File: src/design/csi_pkg.sv
// Shared types and constants for the cardinal spline interpolator.
// Depends on nothing; every other design file refers to it by scoped names.
package csi_pkg;

    localparam int SAMPLES_DEFAULT = 16;
    localparam int SEG_FIFO_DEPTH  = 2;

    localparam int COORD_W   = 16;
    localparam int OUT_W     = 18;
    localparam int TENSION_W = 9;
    localparam int TAN_W     = 26;
    localparam int WEIGHT_W  = 18;

    localparam logic [TENSION_W-1:0] TENSION_ONE = 9'd256;

    // One coordinate of a segment: the two end points and both tangents in Q.8.
    typedef struct packed {
        logic signed [COORD_W-1:0] a1;
        logic signed [COORD_W-1:0] a2;
        logic signed [TAN_W-1:0]   m1;
        logic signed [TAN_W-1:0]   m2;
    } coord_seg_t;

    typedef struct packed {
        coord_seg_t x;
        coord_seg_t y;
    } seg_t;

    // Write side of the segment queue.
    typedef struct packed {
        logic push;
        seg_t seg;
    } seg_push_t;

    // Read side of the segment queue.
    typedef struct packed {
        logic valid;
        seg_t seg;
    } seg_head_t;

endpackage

File: src/design/csi_if.sv
// Channel interfaces for control points in and interpolated samples out.
// Depends on csi_pkg for the field widths.
interface csi_point_if;
    logic                               valid;
    logic                               ready;
    logic signed [csi_pkg::COORD_W-1:0] point_x;
    logic signed [csi_pkg::COORD_W-1:0] point_y;
    logic                               restart;

    modport source (output valid, point_x, point_y, restart, input ready);
    modport sink   (input valid, point_x, point_y, restart, output ready);
endinterface


File: src/design/csi_front.sv
// Front end: takes control points, keeps the three-point window and the tension
// register, and turns each point that completes a window into a segment beat.
// Depends on csi_pkg and csi_point_if.
module csi_front (
    input  logic                                 clk,
    input  logic                                 rst_n,
    input  logic                                 tension_wr_en,
    input  logic [csi_pkg::TENSION_W-1:0]        tension,
    csi_point_if.sink                            point,
    input  logic                                 fifo_full,
    output csi_pkg::seg_push_t                   push
);

    localparam logic [1:0] FILL_FULL = 2'd3;

    logic [csi_pkg::TENSION_W-1:0]        tension_reg;
    logic [1:0]                           fill_reg;
    logic [1:0]                           fill_next;
    logic signed [csi_pkg::COORD_W-1:0]   hist_x_reg [3];
    logic signed [csi_pkg::COORD_W-1:0]   hist_y_reg [3];

    logic                                 accept;
    logic [1:0]                           fill_eff;
    logic                                 window_full;
    logic [csi_pkg::TENSION_W-1:0]        scale;

    // Tangent in Q.8: scale times the difference of two points.
    function automatic logic signed [csi_pkg::TAN_W-1:0] tangent(
        input logic [csi_pkg::TENSION_W-1:0]      s,
        input logic signed [csi_pkg::COORD_W-1:0] hi,
        input logic signed [csi_pkg::COORD_W-1:0] lo
    );
        logic signed [csi_pkg::COORD_W:0]                      diff;
        logic signed [csi_pkg::COORD_W+csi_pkg::TENSION_W+1:0] prod;
        diff = $signed({hi[csi_pkg::COORD_W-1], hi}) - $signed({lo[csi_pkg::COORD_W-1], lo});
        prod = $signed({2'b00, s}) * $signed({diff[csi_pkg::COORD_W], diff});
        return prod[csi_pkg::TAN_W-1:0];
    endfunction

    assign point.ready = !fifo_full;
    assign accept      = point.valid && point.ready;
    assign fill_eff    = point.restart ? 2'd0 : fill_reg;
    assign window_full = (fill_eff == FILL_FULL);

    // Tension above one clamps the tangent scale to zero.
    assign scale = (tension_reg > csi_pkg::TENSION_ONE) ? '0
                 : csi_pkg::TENSION_ONE - tension_reg;

    always_comb
    begin
        push.push     = accept && window_full;
        push.seg.x.a1 = hist_x_reg[1];
        push.seg.x.a2 = hist_x_reg[2];
        push.seg.x.m1 = tangent(scale, hist_x_reg[2], hist_x_reg[0]);
        push.seg.x.m2 = tangent(scale, point.point_x, hist_x_reg[1]);
        push.seg.y.a1 = hist_y_reg[1];
        push.seg.y.a2 = hist_y_reg[2];
        push.seg.y.m1 = tangent(scale, hist_y_reg[2], hist_y_reg[0]);
        push.seg.y.m2 = tangent(scale, point.point_y, hist_y_reg[1]);
    end

    always_comb
    begin
        fill_next = fill_reg;
        if (accept && !window_full)
        begin
            fill_next = fill_eff + 2'd1;
        end
        else if (accept)
        begin
            fill_next = FILL_FULL;
        end
    end

    always_ff @(posedge clk or negedge rst_n)
    begin
        if (!rst_n)
        begin
            tension_reg <= '0;
            fill_reg    <= '0;
        end
        else
        begin
            if (tension_wr_en)
            begin
                tension_reg <= tension;
            end
            fill_reg <= fill_next;
        end
    end

    // The window itself is payload; the fill level says which entries are live.
    always_ff @(posedge clk)
    begin
        if (accept && !window_full)
        begin
            hist_x_reg[fill_eff] <= point.point_x;
            hist_y_reg[fill_eff] <= point.point_y;
        end
        else if (accept)
        begin
            hist_x_reg[0] <= hist_x_reg[1];
            hist_y_reg[0] <= hist_y_reg[1];
            hist_x_reg[1] <= hist_x_reg[2];
            hist_y_reg[1] <= hist_y_reg[2];
            hist_x_reg[2] <= point.point_x;
            hist_y_reg[2] <= point.point_y;
        end
    end

endmodule

File: src/flat_wrapper.sv
// flat-port wrapper written by rule: the top's interface ports become plain ports
module csi_front_flat 
  (clk, rst_n, tension_wr_en, tension, fifo_full, push, point_valid, point_point_x, point_point_y, point_restart, point_ready);
  csi_point_if point_i ();
  input  logic clk;
  input  logic rst_n;
  input  logic tension_wr_en;
  input  logic [csi_pkg::TENSION_W-1:0] tension;
  input  logic fifo_full;
  output csi_pkg::seg_push_t push;
  input wire logic [$bits(point_i.valid)-1:0] point_valid;
  input wire logic [$bits(point_i.point_x)-1:0] point_point_x;
  input wire logic [$bits(point_i.point_y)-1:0] point_point_y;
  input wire logic [$bits(point_i.restart)-1:0] point_restart;
  output wire logic [$bits(point_i.ready)-1:0] point_ready;
  assign point_i.valid = point_valid;
  assign point_i.point_x = point_point_x;
  assign point_i.point_y = point_point_y;
  assign point_i.restart = point_restart;
  assign point_ready = point_i.ready;
  csi_front u_core (.clk(clk), .rst_n(rst_n), .tension_wr_en(tension_wr_en), .tension(tension), .point(point_i), .fifo_full(fifo_full), .push(push));
endmodule
File: config.mk
export PLATFORM = sky130hd
export DESIGN_NAME = csi_front_flat
export DESIGN_NICKNAME = d
export VERILOG_FILES = /design/src/design/csi_pkg.sv /design/src/design/csi_if.sv /design/src/design/csi_front.sv /design/src/flat_wrapper.sv
export SDC_FILE = /design/constraint.sdc
export NUM_CORES = 2
export LEC_CHECK = 0
export BUFFER_PORTS_ARGS = -buffer_cell sky130_fd_sc_hd__buf_4
export CAP_MARGIN = 10
export CELL_PAD_IN_SITES_DETAIL_PLACEMENT = 1
export CELL_PAD_IN_SITES_GLOBAL_PLACEMENT = 2
export CORE_ASPECT_RATIO = 1.1
export CORE_MARGIN = 2
export CORE_UTILIZATION = 40
export CTS_CLUSTER_SIZE = 24
export DETAILED_ROUTE_END_ITERATION = 7
export PLACE_DENSITY_LB_ADDON = 0.1
export SLEW_MARGIN = 30
export SYNTH_ARGS = -nofsm -noshare
export SYNTH_HDL_FRONTEND = slang
export SYNTH_SLANG_ARGS = --single-unit
File: constraint.sdc
create_clock -name clk -period 14.8 [get_ports clk]
set_input_delay 2.96 -clock clk [delete_from_list [all_inputs] [get_ports clk]]
set_output_delay 2.96 -clock clk [all_outputs]
set_load 0.02 [all_outputs]
==> metrics.yaml <==
status: "completed"
crit_type: "primary input to output port"
slew_violations: 0
fin_skew_ns: 0.01490
grt_setup_unrepaired: "no"
met2_length_mm: 42.45
fin_ws_ns: 1.197
cts_root_buffer: "clkbuf_16"
viasPerCell: 5.068
required_ns: 11.84
cts_buffers: 9
worstSkewPairLatency_ns: 0.39
fmaxAchievable_ghz: 0.07351
drt-total-wl_mm: 87.50
htreeDepth: 3
areaGrowthSynthToFinish_pct: 10.45
met1_length_mm: 39.19
drcViolationCount: 0
dieHeight_um: 285.5
final_common_cell: "inv_1"
cpMostUsedCell: "fa_1"
ir_drop_uv: 335.3
clock-sinks: 107
finalPower_mw: 6.427
cp_data_arrival_time_ns: 10.64
cts_resized: 0
p_leak_nw: 16.55
relSlewSlack_pct: 30.68
die-width_um: 259.9
fill_cells: 8598
slowest_delay_ns: 0.54
clk_path_buf_depth: 2
grt_pass1_vias: 25259
vias: 22335
crit_path_start_kind: "primary input"
grt_max_degree: 68
fin_crit_sh_pct: 91.92
antenna_found_initial: 8
syn_nets: 4152
cp_max_fo: 5
finalHoldViolCount: 0
max-cap-violations: 0
fin_crit_ns: 13.60
placed_area_mm2: 0.03151
core_mm2: 0.07152
yosys_most_used_dff: "edfxtp_1"
tightestPinTransition_ns: 1.036
synthArstFlopShare_pct: 10.28
fin_nets: 4302
worstHoldPathType: "flop to flop"
start_util_pct: 40.30
yosys_warnings: 0
ant_nets: 0
layout_common_cells: "inv_1 (709), fa_1 (508), nand2_1 (454)"
slowest_stage: "fa_1"
drt_iter0_drc: 903
fin_setup_tns_ns: 0
pre_cts_ws_ns: 1.146
fin_util_pct: 44.51
final_area_mm2: 0.03184
power.density_mw_per_mm2: 201.9
drive_gt1_share_pct: 9.306
post_cts_buffers: 0
wl_per_cell_um: 19.86
overflow: 0
gp_congestion: 0.8591
grt_first_pass_wirelength_mm: 141.2
holdBufCountCts: 0
firstDrtPassIters: 5
dpl.hpwl_mm: 73.05
synth.distinct_cells: 78
track_usage_pct: 24.44
netlist_instances: 3305
setup_viol: 0
synth_edf_count: 96
boundaryPins: 217
synth_area_mm2: 0.02882
numPortBuffers: 216
dieArea_mm2: 0.07422
cts_tree: "built"
synth_seq_cells: 107
ys_seq_area_share_pct: 10.96
wl_met3_mm: 3.688
row_count: 103
highest_layer: "met5"
clkTransAtPathRegs_ns: 0.09
syn_area_per_cell_um2: 8.721
worst_setup_path_end_kind: "output port"
kinds of logic after synthesis:
| family | count (synthesis) | synth area share [%] |
|---|---|---|
| AO/OA/AOI/OAI | 370 | 8.673 |
| XOR/XNOR | 204 | 6.251 |
| adder cells (fa/ha/maj) | 800 | 47.96 |
| buffers and inverters | 813 | 10.69 |
| flip-flops | 107 | 10.96 |
| multiplexers | 9 | 0.3430 |
| AND/OR/NAND/NOR | 1002 | 15.13 |
metal layers:
metal | vias to the layer above | global-route usage [%]
met5 | - | 0
met2 | 343 | 41.79
met3 | 101 | 3.792
met1 | 11407 | 32.38
met4 | 16 | 5.948
li1 | 10468 | -
critical path: cells and delay by family:
family,cells,cell delay [ns]
AO/OA/AOI/OAI,12,2.67
XOR/XNOR,3,0.74
adder cells (fa/ha/maj),8,3.41
buffers and inverters,7,0.57
AND/OR/NAND/NOR,2,0.31
stage by stage:
step                      hold slack (ns)  std cells
after floorplan                    0.4509       3305
after global placement             0.4682       4386
after detailed placement           0.5197       4388
after CTS                          0.5412       4404
after global routing               0.5833       4405
final                              0.5375       4407
worst paths after layout:
check	startpoint	endpoint	slack [ns]	cells after the start
max in group asynchronous	rst_n	u_core.tension_reg[7]	12.19	1
setup / recovery	point_point_x[0]	push[109]	1.20	32
min in group asynchronous	rst_n	u_core.fill_reg[1]	2.41	1
hold reg to reg	u_core.fill_reg[1]	u_core.fill_reg[1]	0.54	2
setup reg to reg	u_core.fill_reg[0]	u_core.hist_y_reg[1][9]	12.33	9
hold / removal	u_core.fill_reg[1]	u_core.fill_reg[1]	0.54	2
cell usage after synthesis (all sizes together) (39+ instances only):
cell type    n  area share [%]
a21o        42             1.1
a21oi      100             1.8
and2        50             1.1
buf         39            0.61
clkbuf      63            0.82
edfxtp      96              10
fa         508              35
ha         292              13
inv        711             9.3
nand2      454             5.9
nor2       314             4.1
o21ai       97             1.8
xnor2      141             4.3
xor2        63             1.9
power by group:
group          switching, mW  internal [mW]  total [mW]
registers             0.0142          0.347       0.361
logic                   3.43           2.38        5.81
clock network          0.138          0.119       0.256
total                   3.59           2.84        6.43
area by class of cell:
type	count	area, um^2	share of cell area, %
multi-input combinational	2385	22660	71.18
timing repair buffer	241	1869	5.872
tap	945	1182	3.714
sequential	107	3158	9.920
antenna	2	5.005	0.01572
clock inverter	7	67.56	0.2122
inverter	711	2669	8.383
clock buffer	9	225.2	0.7074
(Power assumes the default switching activity.)
