<file path="src/design/csi_pkg.sv">
// Shared types and constants for the cardinal spline interpolator.
// Depends on nothing; every other design file refers to it by scoped names.
package csi_pkg;

    localparam int SAMPLES_DEFAULT = 16;
    localparam int SEG_FIFO_DEPTH  = 2;

    localparam int COORD_W   = 16;
    localparam int OUT_W     = 18;
    localparam int TENSION_W = 9;
    localparam int TAN_W     = 26;
    localparam int WEIGHT_W  = 18;

    localparam logic [TENSION_W-1:0] TENSION_ONE = 9'd256;

    // One coordinate of a segment: the two end points and both tangents in Q.8.
    typedef struct packed {
        logic signed [COORD_W-1:0] a1;
        logic signed [COORD_W-1:0] a2;
        logic signed [TAN_W-1:0]   m1;
        logic signed [TAN_W-1:0]   m2;
    } coord_seg_t;

    typedef struct packed {
        coord_seg_t x;
        coord_seg_t y;
    } seg_t;

    // Write side of the segment queue.
    typedef struct packed {
        logic push;
        seg_t seg;
    } seg_push_t;

    // Read side of the segment queue.
    typedef struct packed {
        logic valid;
        seg_t seg;
    } seg_head_t;

endpackage

</file>
<file path="src/design/csi_seg_fifo.sv">
// Short queue of segment beats between the front end and the sample engine.
// Depends on csi_pkg for the segment type and the queue depth.
module csi_seg_fifo (
    input  logic                 clk,
    input  logic                 rst_n,
    input  csi_pkg::seg_push_t   push,
    output logic                 full,
    input  logic                 pop,
    output csi_pkg::seg_head_t   head
);

    localparam int DEPTH = csi_pkg::SEG_FIFO_DEPTH;
    localparam int PTR_W = (DEPTH > 1) ? $clog2(DEPTH) : 1;
    localparam int CNT_W = $clog2(DEPTH + 1);
    localparam logic [PTR_W-1:0] PTR_LAST = PTR_W'(DEPTH - 1);
    localparam logic [CNT_W-1:0] CNT_FULL = CNT_W'(DEPTH);

    csi_pkg::seg_t    mem [DEPTH];
    logic [PTR_W-1:0] wr_ptr_reg;
    logic [PTR_W-1:0] wr_ptr_next;
    logic [PTR_W-1:0] rd_ptr_reg;
    logic [PTR_W-1:0] rd_ptr_next;
    logic [CNT_W-1:0] count_reg;
    logic [CNT_W-1:0] count_next;
    logic             do_push;
    logic             do_pop;

    assign full       = (count_reg == CNT_FULL);
    assign do_push    = push.push && !full;
    assign do_pop     = pop && (count_reg != '0);
    assign head.valid = (count_reg != '0);
    assign head.seg   = mem[rd_ptr_reg];

    always_comb
    begin
        wr_ptr_next = wr_ptr_reg;
        rd_ptr_next = rd_ptr_reg;
        count_next  = count_reg;
        if (do_push)
        begin
            wr_ptr_next = (wr_ptr_reg == PTR_LAST) ? '0 : wr_ptr_reg + 1'b1;
        end
        if (do_pop)
        begin
            rd_ptr_next = (rd_ptr_reg == PTR_LAST) ? '0 : rd_ptr_reg + 1'b1;
        end
        if (do_push && !do_pop)
        begin
            count_next = count_reg + 1'b1;
        end
        else if (do_pop && !do_push)
        begin
            count_next = count_reg - 1'b1;
        end
    end

    always_ff @(posedge clk or negedge rst_n)
    begin
        if (!rst_n)
        begin
            wr_ptr_reg <= '0;
            rd_ptr_reg <= '0;
            count_reg  <= '0;
        end
        else
        begin
            wr_ptr_reg <= wr_ptr_next;
            rd_ptr_reg <= rd_ptr_next;
            count_reg  <= count_next;
        end
    end

    always_ff @(posedge clk)
    begin
        if (do_push)
        begin
            mem[wr_ptr_reg] <= push.seg;
        end
    end

endmodule

</file>
<file path="config.mk">
export PLATFORM = sky130hd
export DESIGN_NAME = csi_seg_fifo
export DESIGN_NICKNAME = d
export VERILOG_FILES = /design/src/design/csi_pkg.sv /design/src/design/csi_seg_fifo.sv
export SDC_FILE = /design/constraint.sdc
export NUM_CORES = 1
export LEC_CHECK = 0
export BUFFER_PORTS_ARGS = -buffer_cell sky130_fd_sc_hd__buf_2
export CAP_MARGIN = 5
export CORE_MARGIN = 2
export CORE_UTILIZATION = 30
export CTS_CLUSTER_DIAMETER = 100
export DETAILED_ROUTE_END_ITERATION = 16
export HOLD_SLACK_MARGIN = 0.08
export MAX_ROUTING_LAYER = met4
export SLEW_MARGIN = 20
export SYNTH_ARGS = -nofsm -noshare
export SYNTH_HDL_FRONTEND = slang
export SYNTH_SLANG_ARGS = --single-unit
</file>
<file path="constraint.sdc">
create_clock -name clk -period 10.5 [get_ports clk]
set_clock_uncertainty 0.15 [all_clocks]
set_input_delay 0.525 -clock clk [delete_from_list [all_inputs] [get_ports clk]]
set_output_delay 0.525 -clock clk [all_outputs]
set_load 0.005 [all_outputs]
</file>
==> metrics.cfg, run 1 <==
[die]
die_y_um=210
fp.dieW_um=210
die_area_um2=44100
fp-row-count=75
core-area_um2=41900
pin_count=342
initial_utilization=0.304

[clock_network]
clkTransAtPathRegs_ns=0.06
ctsResizeCount=0
cts_buffers=39
cts_max_level=2
clock_path_buffers=3
cts_sinks=340
worstSkewPairLatency_ns=0.53
tritoncts=done
clockRootBuffer=clkbuf_16

[layout]
drive_gt1_frac=0.519
num-nets-final=1253
nFillCells=3696
fin_util=0.428
final_cell_mix=341 x buf_2, 336 x edfxtp_1, 169 x dlygate4sd3_1, 101 x mux2_4, 67 x mux2_2
multi_input_area_um2=2370
largest_reg_flops=336
regArea_um2=10200
final_common_cell=buf_2
syn_to_final_growth_pct=41.0

[synth]
synthDistinctLibCells=15
synth_top_family_by_area=multiplexers
synthAdderAreaFrac=0.000982
syn_area_um2=12700
synth-xor-area-share=0.00344
yosys.area_share.simple=0.00265
synthCells=542
synthMuxAreaShare=0.178
yosys_warnings=0
ys_ff_latch=340
syn_nets=715
synth_compound_area_frac=0
syn_area_per_cell_um2=23.5
ys_seq_area_frac=0.800

[timing]
rsz0062_at_grt=no
fin_crit_ns=3.97
slew_viol_final=0
slew-limit-headroom=0.288
finalSetupTns_ns=0
hold_viol=0
setup_viol=0
max_freq_ghz=0.252
fin_crit_sh=0.378
worstMarginPinSlew_ns=1.07

[route]
drc=0
drt_wl_total_mm=27.1
detail-route-antenna-nets=0
drtIter0Drc=349
wire_per_inst_um=16.5
vias=6914
drtPass1Iterations=4
post_drt_via_cell_ratio=4.19

[worst_setup_path]
path_class=reg2out
rr_endpoint=mem[1][102]
worstPathRequired_ns=9.83
worst_r2r_path_depth=3
r2r-start=count_reg[0]
path_max_fanout=55
crit_arrival_ns=3.29
start_kind=flip-flop
rrSetupSlack_ns=7.83
end_kind=output pin

[place]
routabilityCongestion=0.709
dp_hpwl_mm=16.6
io_buffers=341

[global_routing]
grt_first_pass_wirelength_mm=41.1
overflow=0
track_usage=0.124
antenna_found_initial=3
grt_pass1_vias=7525
grt_max_degree=169

[run_status]
outcome=finished, final reports clean

[hold_path]
min_path_cells=3
hold_class=in2reg
hold_start=pop
min_to=rd_ptr_reg

[run]
cap_violations=0

[power]
p_per_area_nw_per_um2=255
vdd.ir_drop.worst_mv=0.215
p_leak_nw=7.01

## metrics by stage
| step | std cells | hold WS [ns] | instance area, µm² | power, mW | setup WS, ns |
|---|---|---|---|---|---|
| CTS | 1646 | 0.112 | 18000 | 4.68 | 6.40 |
| floorplan | 542 | 0.0794 | 12700 | 2.85 | 2.06 |
| global route | 1649 | 0.152 | 18000 | 4.82 | 6.31 |
| detailed placement | 1409 | 0.196 | 15000 | 3.29 | 7.01 |
| global placement | 1409 | 0.191 | 15000 | 3.27 | 7.01 |
| finish | 1649 | 0.159 | 18000 | 4.58 | 6.53 |
## per-layer routing
layer | vias to the layer above | track usage | wire (µm) | share of wire
met2 | 237 | 0.207 | 13600 | 0.50
met5 | - | - | 0 | 0
met4 | 0 | 0.0404 | 678 | 0.025
met1 | 3382 | 0.139 | 10800 | 0.40
met3 | 50 | 0.0454 | 2010 | 0.074
li1 | 3245 | - | - | -
## power by group
group	internal (mW)	total (mW)	switching, mW
clock	0.799	1.31	0.510
combinational	0.700	1.32	0.620
sequential	1.86	1.95	0.0896
## critical path, cell delays in order (launching register included)
cell,delay [ns]
dfrtp_4,0.70
buf_4,0.56
buf_4,0.90
mux2_4,0.36
buf_2,0.14
## cell families (layout without fill, tap and decap cells)
| kind of cell | Yosys count | after routing |
|---|---|---|
| flip-flops | 340 | 340 |
| multiplexers | 168 | 168 |
| buffers and inverters | 21 | 586 |
| AND/OR/NAND/NOR | 7 | 7 |
| XOR/XNOR | 5 | 5 |
| adder cells (fa/ha/maj) | 1 | 1 |
| other | 0 | 3 |
## worst max-delay path by stage
stage / end / slack (ns) / from / cells after the start
after global placement: head[38] / 7.01 / rd_ptr_reg / 4
after CTS: head[106] / 6.40 / rd_ptr_reg / 4
after global routing: head[38] / 6.31 / rd_ptr_reg / 4
after detailed placement: head[106] / 7.01 / rd_ptr_reg / 4
final: head[38] / 6.53 / rd_ptr_reg / 4
after floorplan: mem[0][0] / 2.06 / count_reg[0] / 3
## final cells by class
class,count,share of cell area
inverter,2,0.000418
multi-input combinational,181,0.132
clock buffer,51,0.0603
tap,539,0.0375
antenna,3,0.000418
clock inverter,17,0.00920
sequential,340,0.568
timing repair buffer,516,0.192
## cells in the mapped netlist
library cell	number	area (µm²)
inv_1	2	7.51
xor2_1	2	17.5
dfrtp_1	4	100
nor2_1	2	7.51
buf_2	5	25.0
xnor2_1	3	26.3
mux2_4	101	1520
buf_6	14	158
edfxtp_1	336	10100
nand2b_1	1	6.26
mux2_2	67	754
nand2_1	2	7.51
or2_2	1	6.26
and3_1	1	6.26
ha_1	1	12.5
## repair_timing
action,4_1_cts,5_1_grt
hold endpoints to repair,340,0
hold buffers,169,0
setup buffers,0,0
Power figures use the tool's default switching activity.
==> run 2, diff against run 1 <==
- ABC_AREA: default -> 1
- clock period: 10.5 -> 4 ns (I/O delays scaled with it)
==> run 2 against run 1 <==
Compared with the run above: first-iteration DRC count rose by 32%; combinational power grew to 2.6 times the previous value; sequential cell count is the same; critical path depth rose by 1; largest power group unchanged.
==> metrics.cfg, run 2 <==
[run_status]
outcome=finished, final reports clean

[die]
fp.dieW_um=208
fp-row-count=74
pin_count=342
die_area_um2=43200
initial_utilization=0.305
die_y_um=208
core-area_um2=40900

[route]
vias=8606
drtPass1Iterations=6
post_drt_via_cell_ratio=4.31
wire_per_inst_um=15.5
detail-route-antenna-nets=0
drc=0
drtIter0Drc=459
drt_wl_total_mm=31.1

[power]
seqPwrFrac=0.426
power_frac_comb=0.287
p_int_mw=8.18
p_sw_frac=0.318
p_leak_nw=7.51
vdd.ir_drop.worst_mv=0.494
p_per_area_nw_per_um2=677
p_switching_mw=3.81
power.share.clock=0.287

[synth]
synth_top_area_cell=edfxtp_1
synthAdderAreaFrac=0.00100
ys_seq_area_frac=0.817
synthFlopType=edfxtp_1
yosys.area_share.simple=0.157
async_flop_share=0.0118
synthDistinctLibCells=14
synth.most_common_cell=nand2_1
yosys_warnings=0
ys_ff_latch=340
yosys.area.top_type_share=0.809
syn_nets=1082
synth_edf_count=336
synthCells=909
synth_top_family_by_area=simple AND/OR/NAND/NOR gates
synth.cells.most_frequent=515 x nand2_1, 336 x edfxtp_1, 21 x buf_2, 12 x buf_6, 7 x inv_1
syn_area_um2=12500
syn_area_per_cell_um2=13.7
yosys-top-cells-area=edfxtp_1 81%, nand2_1 15%, buf_6 1.1%
synth-xor-area-share=0.000702
synthMuxAreaShare=0
synth_compound_area_frac=0.000401

[timing]
hold_viol=0
setup_viol=0
worstMarginPinSlew_ns=0.973
fin_crit_sh=0.730
fin_crit_ns=2.92
slew_viol_final=0
finalSetupTns_ns=0
hold-worst-slack_ns=0.230
max_freq_ghz=0.342
rsz0062_at_grt=no
setup_ws_ns=1.08
slew-limit-headroom=0.351

[clock_network]
clock_path_buffers=3
cts_sinks=340
cts_hold_buf=172
tritoncts=done
clkTransAtPathRegs_ns=0.06
ctsResizeCount=0
worstSkewPairLatency_ns=0.54
cts_buffers=38
post_cts_buffers=0
cts_max_level=2
clockRootBuffer=clkbuf_16

[layout]
final_cells=1998
final_area_um2=17700
syn_to_final_growth_pct=42.0
drive_gt1_frac=0.280
num-nets-final=1608
nFillCells=3709
multi_input_area_um2=1990
largest_reg_flops=336
regArea_um2=10200
final_cell_mix=515 x nand2_1, 341 x buf_2, 336 x edfxtp_1, 172 x dlygate4sd3_1, 41 x clkbuf_16
final_common_cell=nand2_1

[worst_setup_path]
r2r-start=count_reg[0]
end_kind=output pin
crit_arrival_ns=2.57
crit_start=rd_ptr_reg
rrSetupSlack_ns=1.51
worstPathRequired_ns=3.65
path_max_fanout=76
start_kind=flip-flop
path_class=reg2out
worst_r2r_path_depth=5
worstSetupEndpoint=head[7]
rr_endpoint=mem[0][163]

[global_routing]
track_usage=0.144
overflow=0
antenna_found_initial=2
grt_max_degree=123
grt_first_pass_wirelength_mm=47.5
grt_pass1_vias=8774

[place]
pre_cts_ws_ns=1.44
placed_cell_area_um2=14700
routabilityCongestion=0.798
dp_hpwl_mm=19.0
dp.cells=1755
io_buffers=341

[hold_path]
hold_class=in2reg

[run]
cap_violations=0

## run 2: stage by stage
step / utilization / power [mW]
5_1_grt: 0.433 / 12.7
2_1_floorplan: - / 7.01
3_5_place_dp: 0.360 / 8.55
6_report: 0.433 / 12.0
4_1_cts: 0.433 / 12.2
3_3_place_gp: 0.360 / 8.51
## run 2: worst max-delay path, cell delays in order (launching register included)
cell and delay, ns:
dfrtp_4 0.69, inv_6 0.54, buf_4 0.42, nand2_1 0.12, nand2_1 0.09, buf_2 0.11
## run 2: kinds of logic after synthesis
| logic type | count (synthesis) |
|---|---|
| buf+inv | 45 |
| compound gates | 1 |
| simple gates | 521 |
| flops | 340 |
| xor+xnor | 1 |
| fa+ha+maj | 1 |
## run 2: worst min-delay path by stage
stage | end | slack [ns] | depth (start not counted) | startpoint
detailed placement | count_reg[1] | -0.14 | 1 | rst_n
global route | mem[0][44] | 0.21 | 2 | push[44]
floorplan | count_reg[0] | -0.25 | 0 | rst_n
global placement | count_reg[1] | -0.14 | 1 | rst_n
CTS | mem[1][120] | 0.19 | 2 | push[120]
finish | mem[1][152] | 0.23 | 2 | push[152]
## run 2: power groups by stage
stage	sequential, mW	clock, mW	combinational, mW
floorplan	5.13	0	1.88
global placement	5.17	0	3.34
detailed placement	5.17	0	3.38
CTS	5.11	3.53	3.52
global route	5.18	3.66	3.87
finish	5.11	3.44	3.44
## run 2: final cells by class
class,instances,area share
clock inverters,19,0.00819
multi-input cells,524,0.113
flip-flops and latches,340,0.575
clock buffers,50,0.0621
inverters,8,0.00219
repair buffers,523,0.202
well taps,532,0.0376
diodes,2,0.000282
## run 2: layer usage
metal / vias up / track usage / part of all wire
li1: 4134 / - / -
met1: 4029 / 0.180 / 0.42
met2: 388 / 0.229 / 0.47
met3: 55 / 0.0376 / 0.081
met4: 0 / 0.0487 / 0.023
met5: - / - / 0
